<file path="src/rtl/assert_macros.svh">
// Assertion macros shared by the deframer RTL.
// Include with the bare file name; no other dependencies.
`ifndef ASSERT_MACROS_SVH
`define ASSERT_MACROS_SVH

// Property must hold at every rising clock edge outside reset.
`define CHK_ASSERT(label, clk, rst, prop) \
   label: assert property (@(posedge clk) disable iff (rst) (prop)) \
      else $error("deframer check failed");

// Condition must never be true outside reset.
`define CHK_NEVER(label, clk, rst, cond) \
   label: assert property (@(posedge clk) disable iff (rst) !(cond)) \
      else $error("deframer forbidden condition seen");

`endif

</file>
<file path="src/rtl/bfd_pkg.sv">
// Shared types and constants for the binary frame deframer.
// No dependencies; used by every module of the block.
package bfd_pkg;

   // Sync pair
   localparam logic [7:0] SYNC_FIRST  = 8'hB5;
   localparam logic [7:0] SYNC_SECOND = 8'h62;

   // Parser phase codes
   localparam logic [3:0] PH_SYNC1   = 4'd0;
   localparam logic [3:0] PH_SYNC2   = 4'd1;
   localparam logic [3:0] PH_CLASS   = 4'd2;
   localparam logic [3:0] PH_ID      = 4'd3;
   localparam logic [3:0] PH_LEN_LO  = 4'd4;
   localparam logic [3:0] PH_LEN_HI  = 4'd5;
   localparam logic [3:0] PH_PAYLOAD = 4'd6;
   localparam logic [3:0] PH_CK_A    = 4'd7;
   localparam logic [3:0] PH_CK_B    = 4'd8;

   // Result kinds
   localparam logic [1:0] KIND_PAYLOAD  = 2'd0;
   localparam logic [1:0] KIND_GOOD     = 2'd1;
   localparam logic [1:0] KIND_BAD_SUM  = 2'd2;
   localparam logic [1:0] KIND_TOO_LONG = 2'd3;

   localparam logic [15:0] MAX_LENGTH_RESET = 16'd256;

   // Queue between parser and output stage
   localparam int unsigned QUEUE_DEPTH_DEFAULT = 4;

   typedef struct packed {
      logic [1:0]  kind;
      logic [7:0]  data_byte;
      logic [15:0] byte_index;
      logic [7:0]  msg_class;
      logic [7:0]  msg_id;
      logic [15:0] msg_length;
   } bfd_result_type;

   typedef struct packed {
      logic full;
      logic empty;
   } bfd_q_status_type;

endpackage

</file>
<file path="src/rtl/bfd_front.sv">
// Front part of the deframer: accepts bytes, tracks the frame and checksum,
// and pushes result items into the queue. Depends on bfd_pkg.
module bfd_front (
   input  logic                        clock,
   input  logic                        reset,
   input  logic                        req_valid,
   output logic                        req_stall,
   input  logic [7:0]                  req_rx_byte,
   input  logic                        csr_valid,
   input  logic [15:0]                 csr_max_length,
   input  bfd_pkg::bfd_q_status_type   q_status,
   output logic                        push,
   output bfd_pkg::bfd_result_type     push_data
);
   import bfd_pkg::*;

   logic [3:0]  phase_ff, phase_in;
   logic [15:0] max_length_ff;
   logic [7:0]  class_ff, class_in;
   logic [7:0]  id_ff, id_in;
   logic [15:0] length_ff, length_in;
   logic [15:0] seen_ff, seen_in;
   logic [7:0]  sum_a_ff, sum_a_in;
   logic [7:0]  sum_b_ff, sum_b_in;
   logic        accept;
   logic        emit;
   logic [7:0]  add_a;
   logic [7:0]  add_b;

   // Stall only when the queue has no free entry
   assign req_stall = q_status.full;
   assign accept    = req_valid & ~q_status.full;

   // Running Fletcher sums with the current byte added
   assign add_a = sum_a_ff + req_rx_byte;
   assign add_b = sum_b_ff + add_a;

   // Next state and result for one byte
   always_comb begin
      phase_in  = phase_ff;
      class_in  = class_ff;
      id_in     = id_ff;
      length_in = length_ff;
      seen_in   = seen_ff;
      sum_a_in  = sum_a_ff;
      sum_b_in  = sum_b_ff;
      emit      = 1'b0;
      push_data = '0;
      unique case (phase_ff)
         PH_SYNC2: begin
            phase_in = (req_rx_byte == SYNC_SECOND) ? PH_CLASS : PH_SYNC1;
         end
         PH_CLASS: begin
            class_in = req_rx_byte;
            sum_a_in = req_rx_byte;
            sum_b_in = req_rx_byte;
            phase_in = PH_ID;
         end
         PH_ID: begin
            id_in    = req_rx_byte;
            sum_a_in = add_a;
            sum_b_in = add_b;
            phase_in = PH_LEN_LO;
         end
         PH_LEN_LO: begin
            length_in = {8'h00, req_rx_byte};
            sum_a_in  = add_a;
            sum_b_in  = add_b;
            phase_in  = PH_LEN_HI;
         end
         PH_LEN_HI: begin
            length_in = {req_rx_byte, length_ff[7:0]};
            sum_a_in  = add_a;
            sum_b_in  = add_b;
            seen_in   = '0;
            if (length_in > max_length_ff) begin
               phase_in       = PH_SYNC1;
               emit           = 1'b1;
               push_data.kind = KIND_TOO_LONG;
            end else begin
               phase_in = (length_in == 16'd0) ? PH_CK_A : PH_PAYLOAD;
            end
         end
         PH_PAYLOAD: begin
            sum_a_in = add_a;
            sum_b_in = add_b;
            seen_in  = seen_ff + 16'd1;
            if (seen_in >= length_ff) begin
               phase_in = PH_CK_A;
            end
            emit                 = 1'b1;
            push_data.kind       = KIND_PAYLOAD;
            push_data.data_byte  = req_rx_byte;
            push_data.byte_index = seen_ff;
         end
         PH_CK_A: begin
            if (req_rx_byte == sum_a_ff) begin
               phase_in = PH_CK_B;
            end else begin
               phase_in       = PH_SYNC1;
               emit           = 1'b1;
               push_data.kind = KIND_BAD_SUM;
            end
         end
         PH_CK_B: begin
            phase_in       = PH_SYNC1;
            emit           = 1'b1;
            push_data.kind = (req_rx_byte == sum_b_ff) ? KIND_GOOD : KIND_BAD_SUM;
         end
         // first sync hunt; unused codes land here too
         default: begin
            phase_in = (req_rx_byte == SYNC_FIRST) ? PH_SYNC2 : PH_SYNC1;
         end
      endcase
      push_data.msg_class  = class_in;
      push_data.msg_id     = id_in;
      push_data.msg_length = length_in;
   end

   assign push = accept & emit;

   // Control state
   always_ff @(posedge clock) begin
      if (reset) begin
         phase_ff      <= PH_SYNC1;
         max_length_ff <= MAX_LENGTH_RESET;
      end else begin
         if (accept) begin
            phase_ff <= phase_in;
         end
         if (csr_valid) begin
            max_length_ff <= csr_max_length;
         end
      end
   end

   // Frame fields and sums; always written before they are read
   always_ff @(posedge clock) begin
      if (accept) begin
         class_ff  <= class_in;
         id_ff     <= id_in;
         length_ff <= length_in;
         seen_ff   <= seen_in;
         sum_a_ff  <= sum_a_in;
         sum_b_ff  <= sum_b_in;
      end
   end

endmodule

</file>
<file path="src/rtl/bfd_queue.sv">
// Short item queue between the parser and the output stage.
// Depends on bfd_pkg for the result type.
module bfd_queue #(
   parameter int unsigned DEPTH = bfd_pkg::QUEUE_DEPTH_DEFAULT
) (
   input  logic                        clock,
   input  logic                        reset,
   input  logic                        push,
   input  bfd_pkg::bfd_result_type     push_data,
   input  logic                        pop,
   output bfd_pkg::bfd_result_type     pop_data,
   output bfd_pkg::bfd_q_status_type   status
);
   import bfd_pkg::*;

   localparam int unsigned PTR_W = $clog2(DEPTH);
   localparam int unsigned CNT_W = $clog2(DEPTH + 1);

   bfd_result_type   entries_ff [DEPTH];
   logic [PTR_W-1:0] wr_ptr_ff, wr_ptr_in;
   logic [PTR_W-1:0] rd_ptr_ff, rd_ptr_in;
   logic [CNT_W-1:0] count_ff, count_in;

   // Pointer wrap works for any depth from two up, power of two or not
   assign wr_ptr_in = (wr_ptr_ff == PTR_W'(DEPTH - 1)) ? '0 : wr_ptr_ff + 1'b1;
   assign rd_ptr_in = (rd_ptr_ff == PTR_W'(DEPTH - 1)) ? '0 : rd_ptr_ff + 1'b1;

   always_comb begin
      count_in = count_ff;
      if (push && !pop) begin
         count_in = count_ff + 1'b1;
      end else if (pop && !push) begin
         count_in = count_ff - 1'b1;
      end
   end

   assign status.full  = (count_ff == CNT_W'(DEPTH));
   assign status.empty = (count_ff == '0);
   assign pop_data     = entries_ff[rd_ptr_ff];

   always_ff @(posedge clock) begin
      if (reset) begin
         wr_ptr_ff <= '0;
         rd_ptr_ff <= '0;
         count_ff  <= '0;
      end else begin
         if (push) begin
            wr_ptr_ff <= wr_ptr_in;
         end
         if (pop) begin
            rd_ptr_ff <= rd_ptr_in;
         end
         count_ff <= count_in;
      end
   end

   // Storage
   always_ff @(posedge clock) begin
      if (push) begin
         entries_ff[wr_ptr_ff] <= push_data;
      end
   end

endmodule

</file>
<file path="src/rtl/bfd_back.sv">
// Output stage: pulls items from the queue into the result register.
// Depends on bfd_pkg for the result and status types.
module bfd_back (
   input  logic                        clock,
   input  logic                        reset,
   input  bfd_pkg::bfd_q_status_type   q_status,
   input  bfd_pkg::bfd_result_type     q_data,
   output logic                        pop,
   output logic                        rsp_valid,
   input  logic                        rsp_stall,
   output bfd_pkg::bfd_result_type     rsp_data
);
   import bfd_pkg::*;

   logic           valid_ff, valid_in;
   bfd_result_type data_ff;

   // Load when the register is free or being taken
   assign pop      = ~q_status.empty & (~valid_ff | ~rsp_stall);
   assign valid_in = pop | (valid_ff & rsp_stall);

   always_ff @(posedge clock) begin
      if (reset) begin
         valid_ff <= 1'b0;
      end else begin
         valid_ff <= valid_in;
      end
   end

   always_ff @(posedge clock) begin
      if (pop) begin
         data_ff <= q_data;
      end
   end

   assign rsp_valid = valid_ff;
   assign rsp_data  = data_ff;

endmodule

</file>
<file path="src/rtl/binary_frame_deframer_top.sv">
// Binary frame deframer top level.
// Depends on bfd_pkg, bfd_front, bfd_queue, bfd_back and assert_macros.svh.
//
// Usage:
//  - req_ channel: one received byte per item (req_rx_byte). An item is
//    taken when req_valid is high and req_stall is low.
//  - rsp_ channel: zero or one result item per byte: a payload byte with
//    its index, frame good, checksum bad or length too long, plus the
//    class, id and length of the current frame.
//  - csr_ channel: writes max_length; csr_ready is always high. Write only
//    while no item is in flight.
//  - Throughput: one byte per cycle while req_stall is low. Each result
//    reaches rsp_valid through the queue write and then the output
//    register.
//  - If the receiver stalls, results collect in the queue (QUEUE_DEPTH
//    items) plus the output register; req_stall rises when the queue is full.
//  - Reset (synchronous) empties the queue, drops rsp_valid, returns the
//    parser to the sync hunt and sets max_length to 256.
`include "assert_macros.svh"

module binary_frame_deframer_top #(
   parameter int unsigned QUEUE_DEPTH = bfd_pkg::QUEUE_DEPTH_DEFAULT
) (
   input  logic        clock,
   input  logic        reset,
   input  logic        req_valid,
   output logic        req_stall,
   input  logic [7:0]  req_rx_byte,
   output logic        rsp_valid,
   input  logic        rsp_stall,
   output logic [1:0]  rsp_kind,
   output logic [7:0]  rsp_data_byte,
   output logic [15:0] rsp_byte_index,
   output logic [7:0]  rsp_msg_class,
   output logic [7:0]  rsp_msg_id,
   output logic [15:0] rsp_msg_length,
   input  logic        csr_valid,
   output logic        csr_ready,
   input  logic [15:0] csr_max_length
);
   import bfd_pkg::*;

   logic             push;
   bfd_result_type   push_data;
   logic             pop;
   bfd_result_type   pop_data;
   bfd_q_status_type q_status;
   bfd_result_type   rsp_data;

   assign csr_ready = 1'b1;

   // Parser
   bfd_front u_front (
      .clock          (clock),
      .reset          (reset),
      .req_valid      (req_valid),
      .req_stall      (req_stall),
      .req_rx_byte    (req_rx_byte),
      .csr_valid      (csr_valid),
      .csr_max_length (csr_max_length),
      .q_status       (q_status),
      .push           (push),
      .push_data      (push_data)
   );

   // Result queue
   bfd_queue #(
      .DEPTH (QUEUE_DEPTH)
   ) u_queue (
      .clock     (clock),
      .reset     (reset),
      .push      (push),
      .push_data (push_data),
      .pop       (pop),
      .pop_data  (pop_data),
      .status    (q_status)
   );

   // Output register
   bfd_back u_back (
      .clock     (clock),
      .reset     (reset),
      .q_status  (q_status),
      .q_data    (pop_data),
      .pop       (pop),
      .rsp_valid (rsp_valid),
      .rsp_stall (rsp_stall),
      .rsp_data  (rsp_data)
   );

   assign rsp_kind       = rsp_data.kind;
   assign rsp_data_byte  = rsp_data.data_byte;
   assign rsp_byte_index = rsp_data.byte_index;
   assign rsp_msg_class  = rsp_data.msg_class;
   assign rsp_msg_id     = rsp_data.msg_id;
   assign rsp_msg_length = rsp_data.msg_length;

   // Checks
   `CHK_ASSERT(a_status_zero_fields, clock, reset, rsp_valid && rsp_kind != KIND_PAYLOAD |-> rsp_data_byte == 8'h00 && rsp_byte_index == 16'h0000)
   `CHK_ASSERT(a_index_in_range, clock, reset, rsp_valid && rsp_kind == KIND_PAYLOAD |-> rsp_byte_index < rsp_msg_length)
   `CHK_NEVER(a_queue_status, clock, reset, q_status.full && q_status.empty)

endmodule
</file>
<file path="config.mk">
export PLATFORM = sky130hd
export DESIGN_NAME = binary_frame_deframer_top
export DESIGN_NICKNAME = d
export VERILOG_FILES = /design/src/rtl/bfd_pkg.sv /design/src/rtl/bfd_front.sv /design/src/rtl/bfd_queue.sv /design/src/rtl/bfd_back.sv /design/src/rtl/binary_frame_deframer_top.sv
export VERILOG_INCLUDE_DIRS = /design/src /design/src/rtl
export SDC_FILE = /design/constraint.sdc
export NUM_CORES = 1
export LEC_CHECK = 0
export BUFFER_PORTS_ARGS = -buffer_cell sky130_fd_sc_hd__buf_2
export CAP_MARGIN = 0
export CORE_MARGIN = 4
export CORE_UTILIZATION = 57
export CTS_BUF_LIST = sky130_fd_sc_hd__clkbuf_4
export CTS_CLUSTER_SIZE = 14
export DETAILED_ROUTE_END_ITERATION = 12
export GPL_ROUTABILITY_DRIVEN = 0
export PLACE_DENSITY = 0.78
export SETUP_SLACK_MARGIN = 0.05
export SLEW_MARGIN = 20
export SYNTH_ARGS = -nofsm -noshare
export SYNTH_HDL_FRONTEND = slang
export SYNTH_SLANG_ARGS = --single-unit
</file>
<file path="constraint.sdc">
create_clock -name clock -period 4.8 [get_ports clock]
set_input_delay 0.96 -clock clock [delete_from_list [all_inputs] [get_ports clock]]
set_output_delay 0.96 -clock clock [all_outputs]
set_load 0.01 [all_outputs]
</file>
; ---- Word-level counts from Yosys, hierarchy flattened
; Memories as Yosys holds them, arrays and structs flattened. A register that Yosys moved wholly into a read port is not among the register bits.
; Index checks and enable logic that the tools add are counted.
[word_totals]
reg_bits = 92
inputBits = 29
mem_count = 1
output_inout_bits = 61
ram_bits = 232
elab_cells = 89
[classes]
mux = 27
eq_ne = 16
bitwise = 10
n_addsub = 7
order_cmp = 2
reduce_logical = 14
[memory_table]
columns = memory, depth, word_bits, read_ports, rd_ports_with_merged_regs, wr, line_no
row1 = u_queue.entries_ff, 4, 58, 1, 1, 1, bfd_queue.sv:19  ; bfd_result_type entries_ff [DEPTH];
[ops]
columns = operator, n
row1 = one-hot mux 16 bit (2 select lines), 2
row2 = one-hot mux 4 bit (8 select lines), 1
row3 = one-hot mux 8 bit (2 select lines), 2
row4 = two-way mux 24 bit, 1
row5 = adder 16 x 1 -> 16 bit (second input constant), 1
row6 = adder 8 bit, 2
row7 = equality test 4 x 3 -> 1 bit (second input constant), 4
row8 = equality test 8 bit, 2
row9 = greater-or-equal comparator 16 bit, 1
row10 = > comparator 16 bit, 1
row11 = logical NOT 16 bit, 1
row12 = two-way mux 8 bit, 2
row13 = two-way mux 2 bit, 6
row14 = two-way mux 4 bit, 3
row15 = equality test 4 x 2 -> 1 bit (second input constant), 2
row16 = equality test 8 x 7 -> 1 bit (second input constant), 1
row17 = equality test 8 bit (second input constant), 1
row18 = two-way mux 1 bit, 6
row19 = two-way mux 3 bit, 2
row20 = one-hot mux 2 bit (3 select lines), 1
row21 = AND reduction 2 bit, 3
row22 = nonzero test 2 bit, 3
row23 = adder 2 x 1 -> 2 bit (second input constant), 2
row24 = bitwise AND 1 bit, 4
row25 = other kinds (15), 22

; ---- Logic depth before layout (Yosys ltp)
; Gate-level depths: netlist of the first run.
[logic_depth]
depth_word = 8
mapped_depth = 15
mapped_depth_nobuf = 15

; ---- Hierarchy
; From an unflattened synthesis of the first run, not the netlist that was laid out.
[unflattened]
cells_unflattened = 964
area_unflattened_um2 = 16021.6
[modules_own_cells]
columns = mod, seq_area_each_um2, cells_per_inst, area_per_inst_um2, n_inst
row1 = bfd_queue, 7146.9, 347, 8833.5, 1
row2 = bfd_front, 2322.2, 553, 5397.7, 1
row3 = bfd_back, 1761.7, 62, 1779.2, 1
row4 = binary_frame_deframer_top, 0.0, 2, 11.3, 1

; ---- Least setup slack after synthesis of the first run
; No wires, ideal clock.
[synth_timing]
path_kind = input to register
from = in req_rx_byte[1]
to = mem u_queue.entries_ff[0][0] (netlist name), enable pin
t_required_ns = 4.319
n_path_buf = 0
arrival_ns = 4.604
setup_time_ns = 0.481
setup_slack_ns = -0.286
path_stages = 8
path_cell_list = ha_1 > a21o_1 > nand3_1 > a21oi_1 > nor2_1 > a31oi_1 > a21oi_2 > nor2b_1
[synth_between]
elab_chain_cells = 6
elab_cells_between_ends = 8
classes_between = order compare: 1 / eq/ne: 1 / mux: 5 / bitwise: 1
[synth_lines]
columns = item, line_no
row1 = "start, declared", binary_frame_deframer_top.sv:28  ; input logic [7:0] req_rx_byte,
row2 = > comparator 16 bit / equality test 8 bit (equally long branches), "bfd_front.sv:76, bfd_front.sv:97"
row3 = "two-way mux 1 bit, on equally long branches", "bfd_front.sv:76, bfd_front.sv:97"
row4 = one-hot mux 1 bit (3 select lines) *, bfd_front.sv:49  ; unique case (phase_ff)
row5 = bitwise AND 1 bit *, bfd_front.sv:120  ; assign push = accept & emit;
row6 = two-way mux 1 bit *, bfd_queue.sv:59  ; if (push) begin
row7 = two-way mux 1 bit (not written as such) *, bfd_queue.sv:60  ; entries_ff[wr_ptr_ff] <= push_data;
row8 = "end, declared", bfd_queue.sv:19
; Mark *: on every way between the ends. The rest lies on a longest branch, timed or not.

; ---- Worst setup path in the final report of the first run
[layout_timing]
from = reg u_front.length_ff[1]
to = reg u_queue.count_ff[2]
[layout_between]
elab_chain_cells = 7
elab_cells_between_ends = 9
classes_between = order compare: 1 / mux: 3 / bitwise: 1 / reduce/logical: 4
[layout_lines]
columns = item, line_no
row1 = "start, declared", bfd_front.sv:21  ; logic [15:0] length_ff, length_in;
row2 = "start signal, assigned", bfd_front.sv:142  ; length_ff <= length_in;
row3 = > comparator 16 bit *, bfd_front.sv:76  ; if (length_in > max_length_ff) begin
row4 = two-way mux 1 bit *, bfd_front.sv:76
row5 = one-hot mux 1 bit (3 select lines) *, bfd_front.sv:49
row6 = bitwise AND 1 bit *, bfd_front.sv:120
row7 = named net push, binary_frame_deframer_top.sv:43  ; logic push;
row8 = logical NOT 1 bit, bfd_queue.sv:32  ; end else if (pop && !push) begin
row9 = logical AND 1 bit, bfd_queue.sv:32
row10 = nonzero test 2 bit (no source line), n/a
row11 = "end signal, assigned", bfd_queue.sv:53  ; count_ff <= count_in;
row12 = "end, declared", bfd_queue.sv:22  ; logic [CNT_W-1:0] count_ff, count_in;
; Mark *: on every way through the listed nets, which the timed path passes. The rest lies on a longest branch.
; A chain may end at the register's enable or synchronous reset.

==> reports/metrics.yaml, run 1 <==
drv_slew: 0
layout.nets: 1211
routed_wl_um: 30500
cpPeakStageDelay_ns: 0.69
drt-initial-drc-count: 707
drv_cap: 0
path_max_fanout: 7
synth.most_common_cell: "edfxtp_1"
ys_ff_latch: 382
period_minus_slack_ns: 3.53
vias: 8687
io_pins: 90
synth_fp_nets: 1051
period_share: 0.736
clk_path_buf_depth: 3
whs_ns: 0.485
power_density_mw_per_mm2: 504
slew-limit-headroom: 0.272
worst_slew_pin_slew_ns: 1.08
grt_overflow: 0
ys_seq_area_frac: 0.702
cp-end-kind: "register"
fin_skew_ns: 0.0658
grt_pass1_vias: 9167
rsz0062_at_grt: "no"
arrival_ns: 4.14
post_cts_buffers: 0
yosys-top-cells-count: "354 x edfxtp_1, 58 x mux4_2, 57 x nand2_1, 53 x ha_1, 48 x nor2_1"
busiest_layer: "met2"
grt_util_all_layers: 0.207
syn_inst: 966
viasPerCell: 5.56
synthesis.area_sq_mm: 0.0159
synth_top_area_frac: 0.667
clk_pin_slew_ns: 0.07
peakVddDrop_uv: 355
clock_latency_ns: 0.71
worstSetupPathType: "register to register"
synth_edf_count: 354
port_buffers: 88
synth_area_leaders: "edfxtp_1 67%, mux4_2 8.2%, ha_1 4.2%"
cts_resized: 0
crit_required_ns: 5.40
finalHoldViolCount: 0
synthFlopType: "edfxtp_1"
post-route-drc-count: 0
ctsHtreeMaxLevel: 3
crit_path_cell_trace: "ha_1, nor2b_1, o211ai_1, a21oi_1, o21ai_0, a31oi_1, a21oi_2, inv_1, ha_1, inv_1, fa_1, xor2_1, or3_1, a21oi_1"
cts-root-buf: "clkbuf_4"
antenna_found_initial: 1
dp_slack_ns: 0.705
start_util: 0.585
drt-wirelength-per-cell_um: 19.6
rows: 60
use_met1: 0.278
p_total_mw: 9.10
chipHeight_um: 175
fmax_mhz: 283
worstSetupStartpointType: "register"
final_layout_size_suffix_gt1_frac: 0.291
grt_pass1_wl_um: 49400
syn_to_final_growth_pct: 13.1
r2r_cells: 14
core_area_sq_mm: 0.0273
globalRouteMet2Util: 0.330
dr.pass1.iters: 5
use_met3: 0.0517
setup_ws_ns: 1.27
status: "completed"
ant_nets: 0
cts_tree: "built"
dp_hpwl_um: 19900
fin_area_sq_mm: 0.0180
worstHoldPathCells: 3
dieArea_sq_mm: 0.0307
cts_buffers: 93
setup_viol: 0
ys_types: 53
slowest_stage: "a21oi_2"
hold_class: "input port to register"
yosysWarningCount: 0
ctsHoldBuffers: 0
cts_sinks: 382
yosys.area.top_type: "edfxtp_1"
grt_start_max_net_pins: 59
leakage_nw: 6.52
place_area_sq_mm: 0.0169
die_x_um: 175
synth.avg_cell_area_sq_um: 16.5
synth-async-reset-ratio: 0
[cells by family after synthesis]
family	count (synthesis)	share of synthesized area
flip-flops	382	0.702
AND/OR/NAND/NOR	224	0.0715
multiplexers	94	0.106
buffers and inverters	86	0.0214
AO/OA/AOI/OAI	84	0.0316
adder cells (fa/ha/maj)	56	0.0454
XOR/XNOR	39	0.0219
other	1	0.000235
[layer usage]
layer | vias up | wire (um) | part of all wire
met4 | 0 | 750 | 0.025
met5 | - | 0 | 0
met3 | 41 | 2090 | 0.069
met2 | 316 | 14800 | 0.49
met1 | 4264 | 12800 | 0.42
li1 | 4066 | - | -
[layout by cell type, fill, tap and decap left out, drive strengths merged, types with 28 or more instances in the layout]
master,netlist,layout
edfxtp,354,354
clkbuf,26,135
buf,15,106
mux4,58,58
nand2,57,57
ha,53,53
nor2,48,48
inv,45,46
and2,37,37
o21ai,29,29
a21oi,28,28
dfxtp,28,28
[sequential cells by signal (all words and copies together) (netlist names), 4 cells and up]
| name | flops |
|---|---|
| u_queue.entries_ff | 232 |
| u_back.rsp_data | 58 |
| u_front.length_ff | 16 |
| u_front.max_length_ff | 16 |
| u_front.seen_ff | 16 |
| u_front.class_ff | 8 |
| u_front.id_ff | 8 |
| u_front.sum_a_ff | 8 |
| u_front.sum_b_ff | 8 |
| u_front.phase_ff | 4 |
[stage by stage]
stage	TNS, ns	cells	utilization
final	0	1562	0.662
after global routing	0	1562	0.662
after CTS	0	1560	0.662
after detailed placement	0	1403	0.620
after global placement	0	1403	0.620
after floorplan	-66.23	966	-
[layout make-up]
class / count / area (sq um)
antenna: 2 / 5.00
clock buffer: 135 / 1010
clock inverter: 22 / 120
fill: 1889 / 9220
inverter: 45 / 169
multi-input combinational: 498 / 4440
sequential: 382 / 11200
tap: 372 / 465
timing repair buffer: 106 / 626
[worst max-delay path, delay by kind of cell, from the launching register on]
family,cells,cell delay [ns]
adders and majority gates,3,0.76
DFF,1,0.47
xor gates and xnor gates,1,0.08
buffers and inverters,2,0.17
and+or+nand+nor,2,0.43
AOI/OAI and AO/OA,6,1.50
[power breakdown]
part           switching, mW  total [mW]  internal (mW)  leakage (nW)
Sequential             0.288        4.60           4.31          3.56
Clock                   1.19        2.53           1.34         0.685
Combinational           1.11        1.97          0.851          2.27
Total                   2.60        9.10           6.50          6.52
[final timing paths]
path,start,endpoint,slack (ns)
hold reg to reg,u_back.rsp_valid,u_back.rsp_valid,0.49
setup reg to reg,u_front.length_ff[1],u_queue.count_ff[2],1.27
setup / recovery,u_front.length_ff[1],u_queue.count_ff[2],1.27
hold / removal,csr_max_length[4],u_front.max_length_ff[4],0.49
Power figures use the tool's default switching activity.
==> inputs of run 2 (changes only) <==
Settings changed: ABC_AREA from default to 1, CORE_UTILIZATION 57 to 58, PLACE_DENSITY 0.78 to 0.76.
Clock period 4.8 ns to 3.7 ns, I/O delays scaled along.
==> reports/metrics.yaml, run 2 <==
vias: 10911  # +26%
fin_area_sq_mm: 0.0183  # +1.2%
synthMuxAreaShare: 0  # -0.106
setup_viol: 0  # unchanged
yosys-top-cells-count: "354 x edfxtp_1, 202 x nor2_1, 175 x o21ai_0, 137 x nand2_1, 120 x inv_1"
final_util: 0.672  # +0.00984
syn_to_final_growth_pct: 13.0
cts_sinks: 382  # unchanged
port_buffers: 88  # unchanged
chipHeight_um: 175  # -0.21%
place_area_sq_mm: 0.0171  # +0.97%
r2r_cells: 18  # +4
wl_met1_um: 13600  # +6.2%
routed.top_layer: "met4"
switchingPower_mw: 4.24  # +63%
crit_required_ns: 4.28  # -1.12 ns
regArea_sq_mm: 0.0112  # about the same
synth_compound_area_frac: 0.103  # +0.0717
synthFlopType: "edfxtp_1"
route.met2.wl_um: 16600  # +12%
p_total_mw: 12.9  # +41%
period_minus_slack_ns: 3.09  # -0.449 ns
synth_fp_nets: 1443  # +37%
grt_start_max_net_pins: 86  # +46%
yosys.area.top_type: "edfxtp_1"
timing.rr.start: "u_front.length_ff[5]"
layout.nets: 1590  # +31%
worstSetupStartpointType: "register"
hold_class: "input port to register"
fmax_mhz: 324  # +15%
synth_adder_area_share: 0.0448  # -0.000590
start_util: 0.594  # +0.00935
period_share: 0.834  # +0.0975
drv_slew: 0  # unchanged
rsz0062_at_grt: "no"
fillerInstances: 2026  # +7.3%
final_cell_mix: "354 x edfxtp_1, 198 x nor2_1, 175 x o21ai_0"
hp-start: "reset"
clk_path_buf_depth: 3  # unchanged
cts_resized: 0  # unchanged
post-route-drc-count: 0  # unchanged
grt_pass1_wl_um: 53800  # +8.9%
met3WireLength_um: 2920  # +39%
combPwrFrac: 0.268  # +0.052
synth-xor-area-share: 0.00976  # -0.0121
grt_pass1_vias: 10810  # +18%
arrival_ns: 3.67  # -0.47 ns
cp-end-kind: "register"
rr_endpoint: "u_queue.count_ff[2]"
synth-simple-area-share: 0.106  # +0.0347
synth-async-reset-ratio: 0  # unchanged
largest_reg_flops: 232  # unchanged
viasPerCell: 5.60  # +0.77%
synth_area_leaders: "edfxtp_1 66%, o21ai_0 5.4%, nor2_1 4.7%"
clockPowerShare: 0.265  # -0.013
synth.most_common_cell: "edfxtp_1"
dieArea_sq_mm: 0.0306  # -0.41%
ys_types: 40  # -25%
final_common_cell: "edfxtp_1"
cts-root-buf: "clkbuf_4"
power_density_mw_per_mm2: 705  # +40%
die_x_um: 175  # -0.21%
clock_latency_ns: 0.72  # about the same
synthesis.area_sq_mm: 0.0162  # +1.3%
p_sw_frac: 0.330  # +0.0444
peakVddDrop_uv: 333  # -6.2%
p_int_mw: 8.62  # +33%
ctsHtreeMaxLevel: 3  # unchanged
ys_seq_area_frac: 0.693  # -0.00914
path_max_fanout: 5  # -2
finalHoldViolCount: 0  # unchanged
worstSetupPathType: "register to register"
ff2ff_setup_slack_ns: 0.61  # -0.65 ns
rows: 60  # unchanged
synth_top_family_by_area: "simple AND/OR/NAND/NOR gates"
ys_ff_latch: 382  # unchanged
fin_setup_tns_ns: 0  # unchanged
slew-limit-headroom: 0.436  # +0.164
synth_top_area_frac: 0.658  # -0.00868
clk_pin_slew_ns: 0.07  # about the same
final_layout_size_suffix_gt1_frac: 0.177  # -0.114
ctsHoldBuffers: 0  # unchanged
grt_overflow: 0  # unchanged
yosysWarningCount: 0  # unchanged
grt_util_all_layers: 0.221  # +0.0144
pwr-share-seq: 0.467  # -0.039
holdPathEnd: "u_queue.count_ff[0]"
antenna_found_initial: 1  # unchanged
worstHoldPathCells: 2  # -1
multi_input_area_sq_mm: 0.00430  # -3.1%
drt-wirelength-per-cell_um: 17.4  # -11%
routed_wl_um: 33900  # +11%
core_area_sq_mm: 0.0272  # -0.28%
io_pins: 90  # unchanged
status: "completed"
dr.pass1.iters: 5  # unchanged
drt-initial-drc-count: 914  # +29%
cts_tree: "built"
synth.avg_cell_area_sq_um: 11.9  # -28%
worst_slew_pin_slew_ns: 0.846  # -0.232 ns
drv_cap: 0  # unchanged
syn_inst: 1358  # +41%
dp_hpwl_um: 21200  # +6.5%
cts_buffers: 92  # -1.1%
leakage_nw: 7.07  # +8.4%
ant_nets: 0  # unchanged
fin_skew_ns: 0.0614  # -0.00438 ns
post_cts_buffers: 0  # unchanged
synth_edf_count: 354  # unchanged
regMostFlops: "u_queue.entries_ff"
==> run 2: cell count changes in the layout (fill, tap and decap cells not counted), moves of 58 or more <==
cell | previous run | this run
nand2_1 | 57 | 137
inv_1 | 44 | 119
o22ai_1 | 0 | 66
o21ai_0 | 29 | 175
nor2_1 | 48 | 198
mux4_2 | 58 | 0
==> run 2: cell type report <==
cell class                      count  area share
Tap cell                          372      0.0255
Multi-Input combinational cell    797       0.236
Timing Repair Buffer              106      0.0343
Clock buffer                      134      0.0551
Inverter                          126      0.0259
Sequential cell                   382       0.613
Clock inverter                     29      0.0101
Antenna cell                        1    0.000137
==> run 2: worst max path at each step <==
stage                    startpoint                  endpoint  slack, ns
5_1_grt        u_front.length_ff[7]       u_queue.count_ff[2]       0.33
4_1_cts        u_front.length_ff[7]       u_queue.count_ff[2]       0.61
2_1_floorplan             req_valid  u_queue.entries_ff[0][0]      -0.11
3_5_place_dp         req_rx_byte[0]       u_front.sum_b_ff[7]       0.18
6_report       u_front.length_ff[5]       u_queue.count_ff[2]       0.61
3_3_place_gp         req_rx_byte[0]       u_front.sum_b_ff[7]       0.17
==> run 2: cells by family (layout without fill, tap and decap cells) <==
group           Yosys count  after routing
fa+ha+maj                56             56
other cells               1              2
buf+inv                 179            395
xor+xnor                 18             18
flops                   382            382
compound gates          311            311
simple gates            411            411
==> run 2: power by group through the flow <==
| stage | clock (mW) | combinational (mW) | sequential [mW] |
|---|---|---|---|
| CTS | 3.49 | 3.47 | 6.01 |
| floorplan | 0 | 2.09 | 6.24 |
| global placement | 0 | 3.34 | 6.08 |
| finish | 3.41 | 3.45 | 6.01 |
| global route | 3.74 | 3.87 | 6.06 |
| detailed placement | 0 | 3.45 | 6.10 |
==> run 2: metrics by stage <==
step           instances  setup slack, ns  hold WS, ns
4_1_cts             1946            0.610        0.195
2_1_floorplan       1358           -0.114        0.437
5_1_grt             1947            0.332        0.222
3_3_place_gp        1783            0.171        0.449
6_report            1947            0.614        0.249
3_5_place_dp        1783            0.182        0.460
==> run 2: worst max-delay path, stage by stage (launching register included) <==
cell and delay (ns):
edfxtp_1 0.47, ha_1 0.34, nand2_1 0.05, nor2_1 0.18
nand2_1 0.08, nand2_1 0.08, nand2_1 0.05, nand2_1 0.09
nand3_1 0.13, nand2_2 0.16, nand2_2 0.17, inv_1 0.10
ha_1 0.14, inv_1 0.06, fa_1 0.37, a21oi_1 0.14
o21ai_0 0.12, o21ai_0 0.19, a21oi_1 0.05
==> run 2: layer usage <==
layer / vias to the layer above / track usage
li1: 5190 / -
met1: 5174 / 0.276
met2: 476 / 0.374
met3: 71 / 0.0580
met4: 0 / 0.0841
met5: - / 0
